$ cat src/rtl/pdm_pkg.sv
package pdm_pkg;

    localparam int TS_W      = 32;
    localparam int TPS_W     = 27;
    localparam int MODE_W    = 2;
    localparam int FREQ_W    = 34;
    localparam int DUTY_W    = 14;
    localparam int DIV_NUM_W = 46;
    localparam int DIV_DEN_W = 32;
    localparam int DIV_CNT_W = $clog2(DIV_NUM_W);
    localparam int OUT_W     = FREQ_W + DUTY_W + 3 * TS_W;

    localparam logic [MODE_W-1:0] MODE_RISE   = 2'd0;
    localparam logic [MODE_W-1:0] MODE_FALL   = 2'd1;
    localparam logic [MODE_W-1:0] MODE_REPORT = 2'd2;

    localparam logic [TPS_W-1:0]  TPS_RESET = 27'd1000000;
    localparam logic [DUTY_W-1:0] DUTY_FULL = 14'd10000;
    localparam logic [6:0]        CENTI     = 7'd100;

    // One report request handed from the front to the back.
    typedef struct packed {
        logic [TS_W-1:0] total;
        logic [TS_W-1:0] count;
        logic [TS_W-1:0] period;
        logic [TS_W-1:0] high;
        logic [TS_W-1:0] low;
    } job_t;

endpackage

$ cat src/rtl/pdm_front.sv
module pdm_front (
    input  logic                        aclk,
    input  logic                        aresetn,
    input  logic                        s_tvalid,
    output logic                        s_tready,
    input  logic [pdm_pkg::MODE_W-1:0]  s_tuser,   // [1:0] mode
    input  logic [pdm_pkg::TS_W-1:0]    s_tdata,   // [31:0] timestamp
    output logic                        q_push,
    output pdm_pkg::job_t               q_job,
    input  logic                        q_ready
);
    import pdm_pkg::*;

    logic [TS_W-1:0] last_rise_reg, last_fall_reg;
    logic            rise_seen_reg, fall_seen_reg;
    logic [TS_W-1:0] high_reg, low_reg, period_reg;
    logic [TS_W-1:0] total_reg, count_reg;
    logic            done_reg;
    logic            accept;
    logic [TS_W-1:0] since_rise, since_fall;

    assign s_tready   = q_ready;
    assign accept     = s_tvalid && q_ready;
    assign since_rise = s_tdata - last_rise_reg;
    assign since_fall = s_tdata - last_fall_reg;
    assign q_push     = accept && (s_tuser == MODE_REPORT) && done_reg;

    always_comb begin
        q_job.total  = total_reg;
        q_job.count  = count_reg;
        q_job.period = period_reg;
        q_job.high   = high_reg;
        q_job.low    = low_reg;
    end

    always_ff @(posedge aclk) begin
        if (!aresetn) begin
            last_rise_reg <= '0;
            last_fall_reg <= '0;
            rise_seen_reg <= 1'b0;
            fall_seen_reg <= 1'b0;
            high_reg      <= '0;
            low_reg       <= '0;
            period_reg    <= '0;
            total_reg     <= '0;
            count_reg     <= '0;
            done_reg      <= 1'b0;
        end else if (accept) begin
            unique case (s_tuser)
                MODE_RISE: begin
                    if (fall_seen_reg) begin
                        low_reg <= since_fall;
                    end
                    if (rise_seen_reg) begin
                        period_reg <= since_rise;
                        total_reg  <= total_reg + since_rise;
                        count_reg  <= count_reg + 1'b1;
                        done_reg   <= 1'b1;
                    end
                    last_rise_reg <= s_tdata;
                    rise_seen_reg <= 1'b1;
                end
                MODE_FALL: begin
                    if (rise_seen_reg) begin
                        high_reg <= since_rise;
                    end
                    last_fall_reg <= s_tdata;
                    fall_seen_reg <= 1'b1;
                end
                MODE_REPORT: begin
                    // clear the running average once its request is queued
                    if (done_reg) begin
                        total_reg <= '0;
                        count_reg <= '0;
                        done_reg  <= 1'b0;
                    end
                end
                default: begin
                end
            endcase
        end
    end

endmodule

$ cat src/rtl/pdm_queue.sv
module pdm_queue #(
    parameter int DEPTH = 2
) (
    input  logic          aclk,
    input  logic          aresetn,
    input  logic          push,
    input  pdm_pkg::job_t push_job,
    output logic          ready,
    input  logic          pop,
    output logic          valid,
    output pdm_pkg::job_t pop_job
);
    import pdm_pkg::*;

    localparam int PTR_W = (DEPTH > 1) ? $clog2(DEPTH) : 1;
    localparam int CNT_W = $clog2(DEPTH + 1);

    job_t             mem_reg [DEPTH];
    logic [PTR_W-1:0] wr_ptr_reg, rd_ptr_reg;
    logic [CNT_W-1:0] fill_reg;
    logic             do_push, do_pop;

    assign ready   = (fill_reg != CNT_W'(DEPTH));
    assign valid   = (fill_reg != '0);
    assign pop_job = mem_reg[rd_ptr_reg];
    assign do_push = push && ready;
    assign do_pop  = pop && valid;

    function automatic logic [PTR_W-1:0] ptr_inc(input logic [PTR_W-1:0] p);
        ptr_inc = (p == PTR_W'(DEPTH - 1)) ? '0 : p + 1'b1;
    endfunction

    always_ff @(posedge aclk) begin
        if (do_push) begin
            mem_reg[wr_ptr_reg] <= push_job;
        end
    end

    always_ff @(posedge aclk) begin
        if (!aresetn) begin
            wr_ptr_reg <= '0;
            rd_ptr_reg <= '0;
            fill_reg   <= '0;
        end else begin
            if (do_push) begin
                wr_ptr_reg <= ptr_inc(wr_ptr_reg);
            end
            if (do_pop) begin
                rd_ptr_reg <= ptr_inc(rd_ptr_reg);
            end
            if (do_push && !do_pop) begin
                fill_reg <= fill_reg + 1'b1;
            end else if (do_pop && !do_push) begin
                fill_reg <= fill_reg - 1'b1;
            end
        end
    end

endmodule

$ cat src/rtl/pdm_div.sv
module pdm_div (
    input  logic                          aclk,
    input  logic                          aresetn,
    input  logic                          start,
    input  logic [pdm_pkg::DIV_NUM_W-1:0] num,
    input  logic [pdm_pkg::DIV_DEN_W-1:0] den,
    output logic                          busy,
    output logic [pdm_pkg::DIV_NUM_W-1:0] quot
);
    import pdm_pkg::*;

    logic [DIV_NUM_W-1:0] work_reg;
    logic [DIV_DEN_W-1:0] rem_reg, den_reg;
    logic [DIV_CNT_W-1:0] cnt_reg;
    logic                 busy_reg;
    logic [DIV_DEN_W:0]   trial;
    logic [DIV_DEN_W+1:0] diff;
    logic                 fits;

    // one restoring step: bring down the next numerator bit, subtract if it fits
    assign trial = {rem_reg, work_reg[DIV_NUM_W-1]};
    assign diff  = {1'b0, trial} - {2'b00, den_reg};
    assign fits  = !diff[DIV_DEN_W+1];
    assign busy  = busy_reg;
    assign quot  = work_reg;

    always_ff @(posedge aclk) begin
        if (!aresetn) begin
            busy_reg <= 1'b0;
            cnt_reg  <= '0;
        end else if (start) begin
            busy_reg <= 1'b1;
            cnt_reg  <= DIV_CNT_W'(DIV_NUM_W - 1);
        end else if (busy_reg) begin
            cnt_reg <= cnt_reg - 1'b1;
            if (cnt_reg == '0) begin
                busy_reg <= 1'b0;
            end
        end
    end

    always_ff @(posedge aclk) begin
        if (start) begin
            work_reg <= num;
            den_reg  <= den;
            rem_reg  <= '0;
        end else if (busy_reg) begin
            work_reg <= {work_reg[DIV_NUM_W-2:0], fits};
            rem_reg  <= fits ? diff[DIV_DEN_W-1:0] : trial[DIV_DEN_W-1:0];
        end
    end

endmodule

$ cat src/rtl/pdm_back.sv
module pdm_back (
    input  logic                      aclk,
    input  logic                      aresetn,
    input  logic [pdm_pkg::TPS_W-1:0] tps,
    input  logic                      q_valid,
    input  pdm_pkg::job_t             q_job,
    output logic                      q_pop,
    output logic                      m_tvalid,
    input  logic                      m_tready,
    output logic [pdm_pkg::OUT_W-1:0] m_tdata
);
    import pdm_pkg::*;

    typedef enum logic [2:0] {
        S_IDLE, S_MUL, S_AVG_W, S_FREQ, S_FREQ_W, S_DUTY, S_DUTY_W
    } state_t;

    state_t               state_reg;
    job_t                 job_reg;
    logic [FREQ_W-1:0]    freq_num_reg;
    logic [DIV_NUM_W-1:0] duty_num_reg;
    logic [TS_W-1:0]      avg_reg;
    logic [FREQ_W-1:0]    freq_reg;
    logic                 m_tvalid_reg;
    logic [FREQ_W-1:0]    m_freq_reg;
    logic [DUTY_W-1:0]    m_duty_reg;
    logic [TS_W-1:0]      m_period_reg, m_high_reg, m_low_reg;

    logic                 div_start, div_busy;
    logic [DIV_NUM_W-1:0] div_num, div_quot;
    logic [DIV_DEN_W-1:0] div_den;
    logic                 out_free;
    logic                 out_load;
    logic [DUTY_W-1:0]    duty_sat;

    pdm_div u_div (
        .aclk    (aclk),
        .aresetn (aresetn),
        .start   (div_start),
        .num     (div_num),
        .den     (div_den),
        .busy    (div_busy),
        .quot    (div_quot)
    );

    assign q_pop    = (state_reg == S_IDLE) && q_valid;
    assign out_free = !m_tvalid_reg || m_tready;
    assign out_load = (state_reg == S_DUTY_W) && !div_busy && out_free;
    assign m_tvalid = m_tvalid_reg;
    assign m_tdata  = {m_low_reg, m_high_reg, m_period_reg, m_duty_reg, m_freq_reg};
    assign duty_sat = (div_quot > DIV_NUM_W'(DUTY_FULL)) ? DUTY_FULL
                                                          : div_quot[DUTY_W-1:0];

    always_comb begin
        div_start = 1'b0;
        div_num   = '0;
        div_den   = '0;
        unique case (state_reg)
            S_MUL: begin
                div_start = 1'b1;
                div_num   = DIV_NUM_W'(job_reg.total);
                div_den   = job_reg.count;
            end
            S_FREQ: begin
                div_start = 1'b1;
                div_num   = DIV_NUM_W'(freq_num_reg);
                div_den   = avg_reg;
            end
            S_DUTY: begin
                div_start = 1'b1;
                div_num   = duty_num_reg;
                div_den   = job_reg.period;
            end
            default: begin
            end
        endcase
    end

    always_ff @(posedge aclk) begin
        if (!aresetn) begin
            state_reg    <= S_IDLE;
            m_tvalid_reg <= 1'b0;
        end else begin
            if (out_load) begin
                m_tvalid_reg <= 1'b1;
            end else if (m_tvalid_reg && m_tready) begin
                m_tvalid_reg <= 1'b0;
            end
            unique case (state_reg)
                S_IDLE: begin
                    if (q_valid) begin
                        job_reg   <= q_job;
                        state_reg <= S_MUL;
                    end
                end
                S_MUL: begin
                    freq_num_reg <= FREQ_W'(tps) * FREQ_W'(CENTI);
                    duty_num_reg <= DIV_NUM_W'(job_reg.high) * DIV_NUM_W'(DUTY_FULL);
                    state_reg    <= S_AVG_W;
                end
                S_AVG_W: begin
                    if (!div_busy) begin
                        avg_reg   <= (job_reg.count == '0) ? '0 : div_quot[TS_W-1:0];
                        state_reg <= S_FREQ;
                    end
                end
                S_FREQ: begin
                    state_reg <= S_FREQ_W;
                end
                S_FREQ_W: begin
                    if (!div_busy) begin
                        freq_reg  <= (avg_reg == '0) ? '0 : div_quot[FREQ_W-1:0];
                        state_reg <= S_DUTY;
                    end
                end
                S_DUTY: begin
                    state_reg <= S_DUTY_W;
                end
                S_DUTY_W: begin
                    if (out_load) begin
                        m_freq_reg   <= freq_reg;
                        m_duty_reg   <= (job_reg.period == '0) ? '0 : duty_sat;
                        m_period_reg <= job_reg.period;
                        m_high_reg   <= job_reg.high;
                        m_low_reg    <= job_reg.low;
                        state_reg    <= S_IDLE;
                    end
                end
                default: begin
                    state_reg <= S_IDLE;
                end
            endcase
        end
    end

`ifndef SYNTHESIS
    a_start_free: assert property (@(posedge aclk) disable iff (!aresetn)
        div_start |-> !div_busy)
        else $error("divider started while busy");

    a_duty_range: assert property (@(posedge aclk) disable iff (!aresetn)
        m_tvalid_reg |-> (m_duty_reg <= DUTY_FULL))
        else $error("duty above full scale");

    a_result_src: assert property (@(posedge aclk) disable iff (!aresetn)
        $rose(m_tvalid_reg) |-> ($past(state_reg) == S_DUTY_W))
        else $error("result raised outside the duty step");

    a_pop_start: assert property (@(posedge aclk) disable iff (!aresetn)
        q_pop |=> (state_reg == S_MUL))
        else $error("popped request not started");
`endif

endmodule

$ cat src/rtl/pwm_period_duty_meter.sv
// PWM period and duty meter.
// Input stream (s_*): one request per accepted beat. s_tuser carries the kind
// (rising edge, falling edge, report tick), s_tdata the 32-bit tick timestamp.
// Edges update the period, high and low measurements as they are accepted, so edge
// requests are taken every cycle while the report queue has room.
// A report tick after a completed rise-to-rise cycle queues one report request
// and clears the running period total and count; a tick without one is dropped.
// Result stream (m_*): frequency in centihertz, duty in basis points and the
// latest period, high and low times. Between acceptance and m_tvalid a report
// runs three 46-bit divisions in turn on one shared radix-2 divider (average
// period, frequency, duty).
// While the receiver stalls, the finished result waits in the output register,
// the back end holds its next report, edges keep flowing, and s_tready falls
// only once QUEUE_DEPTH reports are waiting.
// APB port: ticks_per_second at address 0, written on psel & penable & pwrite,
// readable; write it only while the meter is idle.
// Reset (aresetn low, synchronous) clears all measurements, the queue and the
// output, and sets ticks_per_second to 1000000.
module pwm_period_duty_meter #(
    parameter int QUEUE_DEPTH = 2
) (
    input  logic                           aclk,
    input  logic                           aresetn,
    // configuration
    input  logic                           psel,
    input  logic                           penable,
    input  logic                           pwrite,
    input  logic [1:0]                     paddr,
    input  logic [31:0]                    pwdata,
    output logic [31:0]                    prdata,
    output logic                           pready,
    // edge and report requests
    input  logic                           s_tvalid,
    output logic                           s_tready,
    input  logic [pdm_pkg::MODE_W-1:0]     s_tuser,   // [1:0] mode
    input  logic [pdm_pkg::TS_W-1:0]       s_tdata,   // [31:0] timestamp
    // results
    output logic                           m_tvalid,
    input  logic                           m_tready,
    // [33:0] frequency_centihz, [47:34] duty_basis_points, [79:48] period_ticks,
    // [111:80] high_ticks, [143:112] low_ticks
    output logic [pdm_pkg::OUT_W-1:0]      m_tdata
);
    import pdm_pkg::*;

    logic [TPS_W-1:0] tps_reg;
    logic             q_push, q_ready, q_pop, q_valid;
    job_t             push_job, pop_job;

    // Single register: every address maps to ticks_per_second.
    assign pready = 1'b1;
    assign prdata = 32'(tps_reg);

    always_ff @(posedge aclk) begin
        if (!aresetn) begin
            tps_reg <= TPS_RESET;
        end else if (psel && penable && pwrite) begin
            tps_reg <= pwdata[TPS_W-1:0];
        end
    end

    // Front: classify requests and keep the edge measurements.
    pdm_front u_front (
        .aclk     (aclk),
        .aresetn  (aresetn),
        .s_tvalid (s_tvalid),
        .s_tready (s_tready),
        .s_tuser  (s_tuser),
        .s_tdata  (s_tdata),
        .q_push   (q_push),
        .q_job    (push_job),
        .q_ready  (q_ready)
    );

    // Hold report snapshots between the front and the divider back end.
    pdm_queue #(
        .DEPTH (QUEUE_DEPTH)
    ) u_queue (
        .aclk     (aclk),
        .aresetn  (aresetn),
        .push     (q_push),
        .push_job (push_job),
        .ready    (q_ready),
        .pop      (q_pop),
        .valid    (q_valid),
        .pop_job  (pop_job)
    );

    // Back: run the divisions and drive the result register.
    pdm_back u_back (
        .aclk     (aclk),
        .aresetn  (aresetn),
        .tps      (tps_reg),
        .q_valid  (q_valid),
        .q_job    (pop_job),
        .q_pop    (q_pop),
        .m_tvalid (m_tvalid),
        .m_tready (m_tready),
        .m_tdata  (m_tdata)
    );

endmodule
$ cat config.mk
export PLATFORM = sky130hd
export DESIGN_NAME = pwm_period_duty_meter
export DESIGN_NICKNAME = d
export VERILOG_FILES = /design/src/rtl/pdm_pkg.sv /design/src/rtl/pdm_front.sv /design/src/rtl/pdm_queue.sv /design/src/rtl/pdm_div.sv /design/src/rtl/pdm_back.sv /design/src/rtl/pwm_period_duty_meter.sv
export SDC_FILE = /design/constraint.sdc
export NUM_CORES = 2
export LEC_CHECK = 0
export ABC_AREA = 1
export BUFFER_PORTS_ARGS = -buffer_cell sky130_fd_sc_hd__buf_4
export CORE_ASPECT_RATIO = 0.9
export CORE_MARGIN = 3
export CORE_UTILIZATION = 60
export DETAILED_ROUTE_END_ITERATION = 8
export PLACE_DENSITY = 0.77
export SYNTH_ARGS = -nofsm -noshare
export SYNTH_HDL_FRONTEND = slang
export SYNTH_SLANG_ARGS = --single-unit
$ cat constraint.sdc
create_clock -name aclk -period 16.3 [get_ports aclk]
set_input_delay 0.815 -clock aclk [delete_from_list [all_inputs] [get_ports aclk]]
set_output_delay 0.815 -clock aclk [all_outputs]
set_load 0.01 [all_outputs]
* Word-level counts from Yosys, hierarchy flattened
Memories as Yosys holds them, arrays and structs flattened. A register that Yosys moved wholly into a read port is not among the register bits.
Cells that the tools add are included.
W data, S select, Z words.
** Storage, ports and cells
- Bits in registers :: 663
- Memory bits (writable) :: 320
- Input bits :: 75
- Output and inout port bits :: 179
- Word-level logic and storage cells :: 141
- Memories :: 1
** Memories
- u_queue.mem_reg :: depth 2, width 160, read ports 1, clocked after Yosys merged registers in 1, wr ports 1, RTL line pdm_queue.sv:18 : job_t mem_reg [DEPTH];
** Operators by class
- Add/subtract/negate cells :: 10
- Multipliers :: 2
- Order comparisons :: 1
- Eq/ne operators :: 15
- Muxes and demuxes :: 32
- Bitwise logic cells :: 2
- Reductions and logical operators :: 46
** Operators by type and width (number)
- $pmux W46 S3 :: 1
- $mux W32 :: 4
- $pmux W32 S2 :: 2
- $logic_not A32 Y1 :: 3
- $pmux W32 S3 :: 1
- $mux W46 :: 2
- $sub A32 B32 Y32 :: 2
- $gt A46 B14 Y1 const B :: 1
- $mul A32 B10 Y42 const B :: 1
- $sub A33 B32 Y34 :: 1
- $add A32 B1 Y32 const B :: 1
- $add A32 B32 Y32 :: 1
- $mul A27 B5 Y32 const B :: 1
- $reduce_and A3 Y1 :: 8
- $pmux W3 S7 :: 1
- $mux W14 :: 1
- $logic_and A1 B1 Y1 :: 13
- $mux W3 :: 4
- $mux W6 :: 2
- $mux W1 :: 11
- $reduce_bool A2 Y1 :: 5
- $eq A3 B3 Y1 const B :: 3
- $ne A2 B1 Y1 const B :: 4
- $reduce_and A4 Y1 :: 2
- 20 further kinds :: 33

* Longest topological paths before layout
- Depth in word-level cells :: 9
- Gate-level depth with buffers :: 25
- Mapped depth without buffers :: 25

* Modules after synthesis
A second synthesis with hierarchy kept.
** Unflattened totals
- Cells, all modules :: 6293
- Area total of the unflattened synthesis :: 60266.6 sq um
** Modules (own cells, without submodules)
- pdm_back :: times used 1, cells each 2368, area an instance 25055.3 sq um, sequential area each 13412.9 sq um
- pdm_front :: times used 1, cells each 2154, area an instance 14362.5 sq um, sequential area each 4544.4 sq um
- pdm_queue :: times used 1, cells each 535, area an instance 12191.7 sq um, sequential area each 9709.3 sq um
- pdm_div :: times used 1, cells each 1068, area an instance 7498.4 sq um, sequential area each 3123.0 sq um
- pwm_period_duty_meter :: times used 1, cells each 168, area an instance 1158.6 sq um, sequential area each 540.5 sq um

* Least setup slack after synthesis
Ideal clock, no wire load.
- Path kind :: input port to flip-flop
- From :: input port aresetn
- To :: register u_back.m_duty_reg[0] (enable)
- Library setup time :: 0.824 ns
- Arrival :: 10.832 ns
- Data required time :: 15.476 ns
- Setup slack :: 4.644 ns
- Stages on the path :: 3
- Buffers on the path :: 1
- Cells stage by stage :: inv_2 clkbuf_1 nor3_1
** Between the ends
- Word-level cells in the longest chain between the ends :: 1
** RTL lines
- start, declared :: RTL line pwm_period_duty_meter.sv:23 : input logic aresetn,
- $reduce_and A3 Y1 (no source line)
- end signal, assigned :: RTL line pdm_back.sv:122 : m_duty_reg <= (job_reg.period == '0) ? '0 : duty_sat;
- end, declared :: RTL line pdm_back.sv:26 : logic [DUTY_W-1:0] m_duty_reg;
Every way passes these cells.
A chain may end at the register's enable or synchronous reset.

* Worst setup path after layout
- From :: register u_back.job_reg[36] (netlist bit)
- To :: register u_back.duty_num_reg[44], data pin
** Between the ends
- Word-level cells in the longest chain between the ends :: 1
** RTL lines
- start, declared :: RTL line pdm_back.sv:19 : job_t job_reg;
- start signal, assigned :: RTL line pdm_back.sv:92 : job_reg <= q_job;
- $mul A32 B10 Y42 :: RTL line pdm_back.sv:98 : duty_num_reg <= DIV_NUM_W'(job_reg.high) * DIV_NUM_W'(DUTY_FULL);
- end signal, assigned :: RTL line pdm_back.sv:98
- end, declared :: RTL line pdm_back.sv:21 : logic [DIV_NUM_W-1:0] duty_num_reg;
Every way passes these cells.

==> results.sh <==
export IMPL_outcome="finished, final reports clean"
export IMPL_post_route_period_util_pct=31.0
export IMPL_timing_setup_critical_path_class="reg2reg"
export IMPL_grt_first_pass_wirelength_um=231000
export IMPL_leading_cell_type_in_the_layout_fill_and_taps_excluded="sky130_fd_sc_hd__nand2_1"
export IMPL_num_rows=106
export IMPL_power_static_leakage_nw=27.1
export IMPL_grt_setup_unrepaired="false"
export IMPL_synth_instances=5873
export IMPL_synth_to_final_area_change_pct=11.8
export IMPL_wirelength_routed_um=152000
export IMPL_die_y_um=299
export IMPL_fp_dieArea_um2=98800
export IMPL_post_cts_resize_count=0
export IMPL_cts_tree="yes"
export IMPL_clock_sink_count=1143
export IMPL_yosys_warnings=0
export IMPL_globalRoute_totalOverflow=0
export IMPL_rr_endpoint="u_back.duty_num_reg[44]"
export IMPL_max_slew_margin_vs_limit_pct=20.2
export IMPL_detail_route_iter0_violations=4320
export IMPL_yosys_register_bits=1143
export IMPL_boundaryPins=254
export IMPL_gr_usage_all_layers_pct=30.4
export IMPL_timing_final_setup_violations=0
export IMPL_cts_root_buffer_cell="sky130_fd_sc_hd__clkbuf_16"
export IMPL_grt_pass1_vias=40208
export IMPL_preCtsSetupSlack_ns=11.03
export IMPL_grt_start_max_net_pins=86
export IMPL_whs_path_depth=3
export IMPL_register_area_um2=31300
export IMPL_final_routed_wire_length_divided_by_cell_count_um=20.3
export IMPL_place_gp_congestion=1.04
export IMPL_worst_hold_path_type="in2reg"
export IMPL_count_of_buffers_inserted_at_the_top_level_ports=240
export IMPL_layout_filler_cells=7130
export IMPL_synth_cell_types=59
export IMPL_power_per_cell_area_nw_per_um2=199
export IMPL_clk_insertion_delay_late_ns=0.70
export IMPL_cp_start_kind="flip-flop"
export IMPL_most_frequent_cells_in_the_layout="sky130_fd_sc_hd__nand2_1 (1265), sky130_fd_sc_hd__edfxtp_1 (842), sky130_fd_sc_hd__inv_1 (813)"
export IMPL_critical_path_arrival_ns=5.48
export IMPL_critical_path_required_ns=16.72
export IMPL_post_synthesis_mean_instance_area_um2=9.72
export IMPL_num_nets_final=6633
export IMPL_post_route_util_pct=68.2
export IMPL_starting_density_of_the_core_pct=60.9
export IMPL_drv_cap=0
export IMPL_final_max_slew_viol_count=0
export IMPL_ff2ff_setup_slack_ns=11.25
export IMPL_antenna_violations_before_repair=15
export IMPL_synth_cell_area_um2=57100
export IMPL_firstDrtPassIters=8
export IMPL_tightestPinTransition_ns=1.20
export IMPL_postSynth_asyncResetShare_pct=0
export IMPL_irDropWorstVdd_mv=0.266
export IMPL_place_hpwl_um=113000
export IMPL_detail_route_vias_per_cell=5.68
export IMPL_worst_hold_path_endpoint="tps_reg[16]"
export IMPL_r2r_start="u_back.job_reg[36]"
export IMPL_placeableCoreArea_um2=93600
export IMPL_fin_worst_skew_ns=0.0256
export IMPL_synth_main_ff_cell="sky130_fd_sc_hd__edfxtp_1"
export IMPL_multiInputGateArea_um2=22100
export IMPL_timing_reg2reg_worst_path_depth=18
export IMPL_timing_setup_tns_ns=0
export IMPL_clk_transition_reported_paths_ns=0.06
export IMPL_largest_register_ffs=320
export IMPL_synth_edf_count=842
export IMPL_worstSetupEndpointType="flip-flop"
export IMPL_hold_viol=0
export IMPL_die_w_um=331
export IMPL_max_freq_mhz=198
export IMPL_critical_path_max_fanout=5
export IMPL_post_route_worst_setup_slack_ns=11.25
export IMPL_drive_gt1_share_pct=8.44
export IMPL_synth_seq_area_share_pct=54.9
export IMPL_cts_htree_levels=3
export IMPL_cts_buffers_inserted=108
export IMPL_final_antenna_net_count=0
export IMPL_dr_total_vias=42369
export IMPL_hold_path_startpoint="pwdata[16]"
export IMPL_post_cts_setup_buffers=0
export IMPL_drc_errors=0
export IMPL_hold_buffers=0
export IMPL_cts_root_to_sink_buffers=3
export IMPL_period_needed_ns=5.06
layer usage:
metal / part of all wire, % / global-route usage [%] / routed length (µm)
met1: 43 / 43.4 / 64600
met2: 46 / 48.0 / 70100
met3: 8.0 / 4.82 / 12100
met4: 3.1 / 9.97 / 4730
met5: 0.020 / 0 / 31
cell type report:
cell class                      count  area share [%]
Sequential cell                  1143            49.1
Multi-Input combinational cell   3749            34.6
Inverter                          828            4.88
Clock buffer                      144            4.69
Timing Repair Buffer              283            3.33
Tap cell                         1242            2.44
Clock inverter                     62           0.959
Antenna cell                       10          0.0392
power breakdown:
part           internal [mW]  switching (mW)
clock                   1.42            1.11
sequential              3.85           0.289
combinational           2.10            3.93
worst max-delay path, cell delays in order, from the launching register on:
cell	delay, ns
sky130_fd_sc_hd__edfxtp_1	0.57
sky130_fd_sc_hd__inv_1	0.20
sky130_fd_sc_hd__fa_1	0.57
sky130_fd_sc_hd__inv_1	0.05
sky130_fd_sc_hd__ha_1	0.27
sky130_fd_sc_hd__inv_1	0.05
sky130_fd_sc_hd__fa_1	0.50
sky130_fd_sc_hd__inv_1	0.05
sky130_fd_sc_hd__ha_1	0.29
sky130_fd_sc_hd__fa_1	0.40
sky130_fd_sc_hd__ha_1	0.39
sky130_fd_sc_hd__a21oi_1	0.20
sky130_fd_sc_hd__nand2_1	0.07
sky130_fd_sc_hd__a21oi_1	0.22
sky130_fd_sc_hd__inv_1	0.11
sky130_fd_sc_hd__a21oi_1	0.30
sky130_fd_sc_hd__o21ai_0	0.24
sky130_fd_sc_hd__a21oi_1	0.22
sky130_fd_sc_hd__xor2_1	0.09
per-stage QoR:
step | hold WS [ns] | cells | power, mW | area, µm²
2_1_floorplan | 0.400 | 5877 | 8.47 | 57100
3_3_place_gp | 0.403 | 7245 | 10.0 | 60200
3_5_place_dp | 0.406 | 7245 | 10.2 | 60200
4_1_cts | 0.305 | 7451 | 12.7 | 63800
5_1_grt | 0.323 | 7454 | 13.7 | 63800
6_report | 0.336 | 7461 | 12.7 | 63800
kinds of logic (layout without fill, tap and decap cells):
kind of cell               after synthesis  after routing  share of synthesized area [%]
adders and majority gates              445            445                           11.2
xor gates and xnor gates               123            123                           1.89
DFF                                   1143           1143                           54.9
and+or+nand+nor                       2154           2154                           15.5
AOI/OAI and AO/OA                     1021           1021                           9.93
buffers and inverters                  985           1317                           6.61
other                                    2             16                         0.0132
cell usage after synthesis (3+ instances only):
cell type	number	share of area (%)
sky130_fd_sc_hd__nand4_1	62	0.68
sky130_fd_sc_hd__a211oi_1	9	0.12
sky130_fd_sc_hd__o21bai_1	14	0.18
sky130_fd_sc_hd__nor2_2	6	0.066
sky130_fd_sc_hd__buf_1	9	0.059
sky130_fd_sc_hd__a22o_1	21	0.32
sky130_fd_sc_hd__xnor2_1	43	0.66
sky130_fd_sc_hd__nand2_1	1265	8.3
sky130_fd_sc_hd__or2_2	16	0.18
sky130_fd_sc_hd__a21boi_0	10	0.13
sky130_fd_sc_hd__ha_1	336	7.4
sky130_fd_sc_hd__buf_4	14	0.18
sky130_fd_sc_hd__a22oi_1	18	0.24
sky130_fd_sc_hd__nor3_1	60	0.53
sky130_fd_sc_hd__a21oi_1	434	3.8
sky130_fd_sc_hd__inv_2	12	0.079
sky130_fd_sc_hd__edfxtp_1	842	44
sky130_fd_sc_hd__a21boi_1	3	0.039
sky130_fd_sc_hd__inv_1	814	5.4
sky130_fd_sc_hd__o2111ai_1	6	0.092
sky130_fd_sc_hd__a31oi_1	17	0.19
sky130_fd_sc_hd__o21ai_2	3	0.046
sky130_fd_sc_hd__nand3b_1	13	0.17
sky130_fd_sc_hd__xor2_1	80	1.2
sky130_fd_sc_hd__nand3_1	165	1.4
sky130_fd_sc_hd__o21ai_1	19	0.17
sky130_fd_sc_hd__clkbuf_1	117	0.77
sky130_fd_sc_hd__o21ai_0	360	3.2
sky130_fd_sc_hd__o221ai_1	5	0.077
sky130_fd_sc_hd__nor4_1	46	0.50
sky130_fd_sc_hd__o21a_1	22	0.29
sky130_fd_sc_hd__fa_1	109	3.8
sky130_fd_sc_hd__nor2_1	500	3.3
sky130_fd_sc_hd__o211ai_1	41	0.54
sky130_fd_sc_hd__a21o_1	29	0.38
sky130_fd_sc_hd__nor3_2	3	0.053
sky130_fd_sc_hd__and3_1	4	0.044
sky130_fd_sc_hd__dfxtp_1	301	11
sky130_fd_sc_hd__buf_2	17	0.15
how the worst max path moves through the flow:
| stage | from | endpoint | slack (ns) |
|---|---|---|---|
| 4_1_cts | u_back.job_reg[36] | u_back.duty_num_reg[42] | 11.27 |
| 6_report | u_back.job_reg[36] | u_back.duty_num_reg[44] | 11.25 |
| 2_1_floorplan | aresetn | u_back.m_duty_reg[0] | 4.64 |
| 3_3_place_gp | s_tdata[0] | u_front.total_reg[18] | 11.03 |
| 5_1_grt | u_back.job_reg[36] | u_back.duty_num_reg[44] | 10.96 |
| 3_5_place_dp | s_tdata[0] | u_front.total_reg[18] | 11.03 |
(Power assumes the default switching activity.)
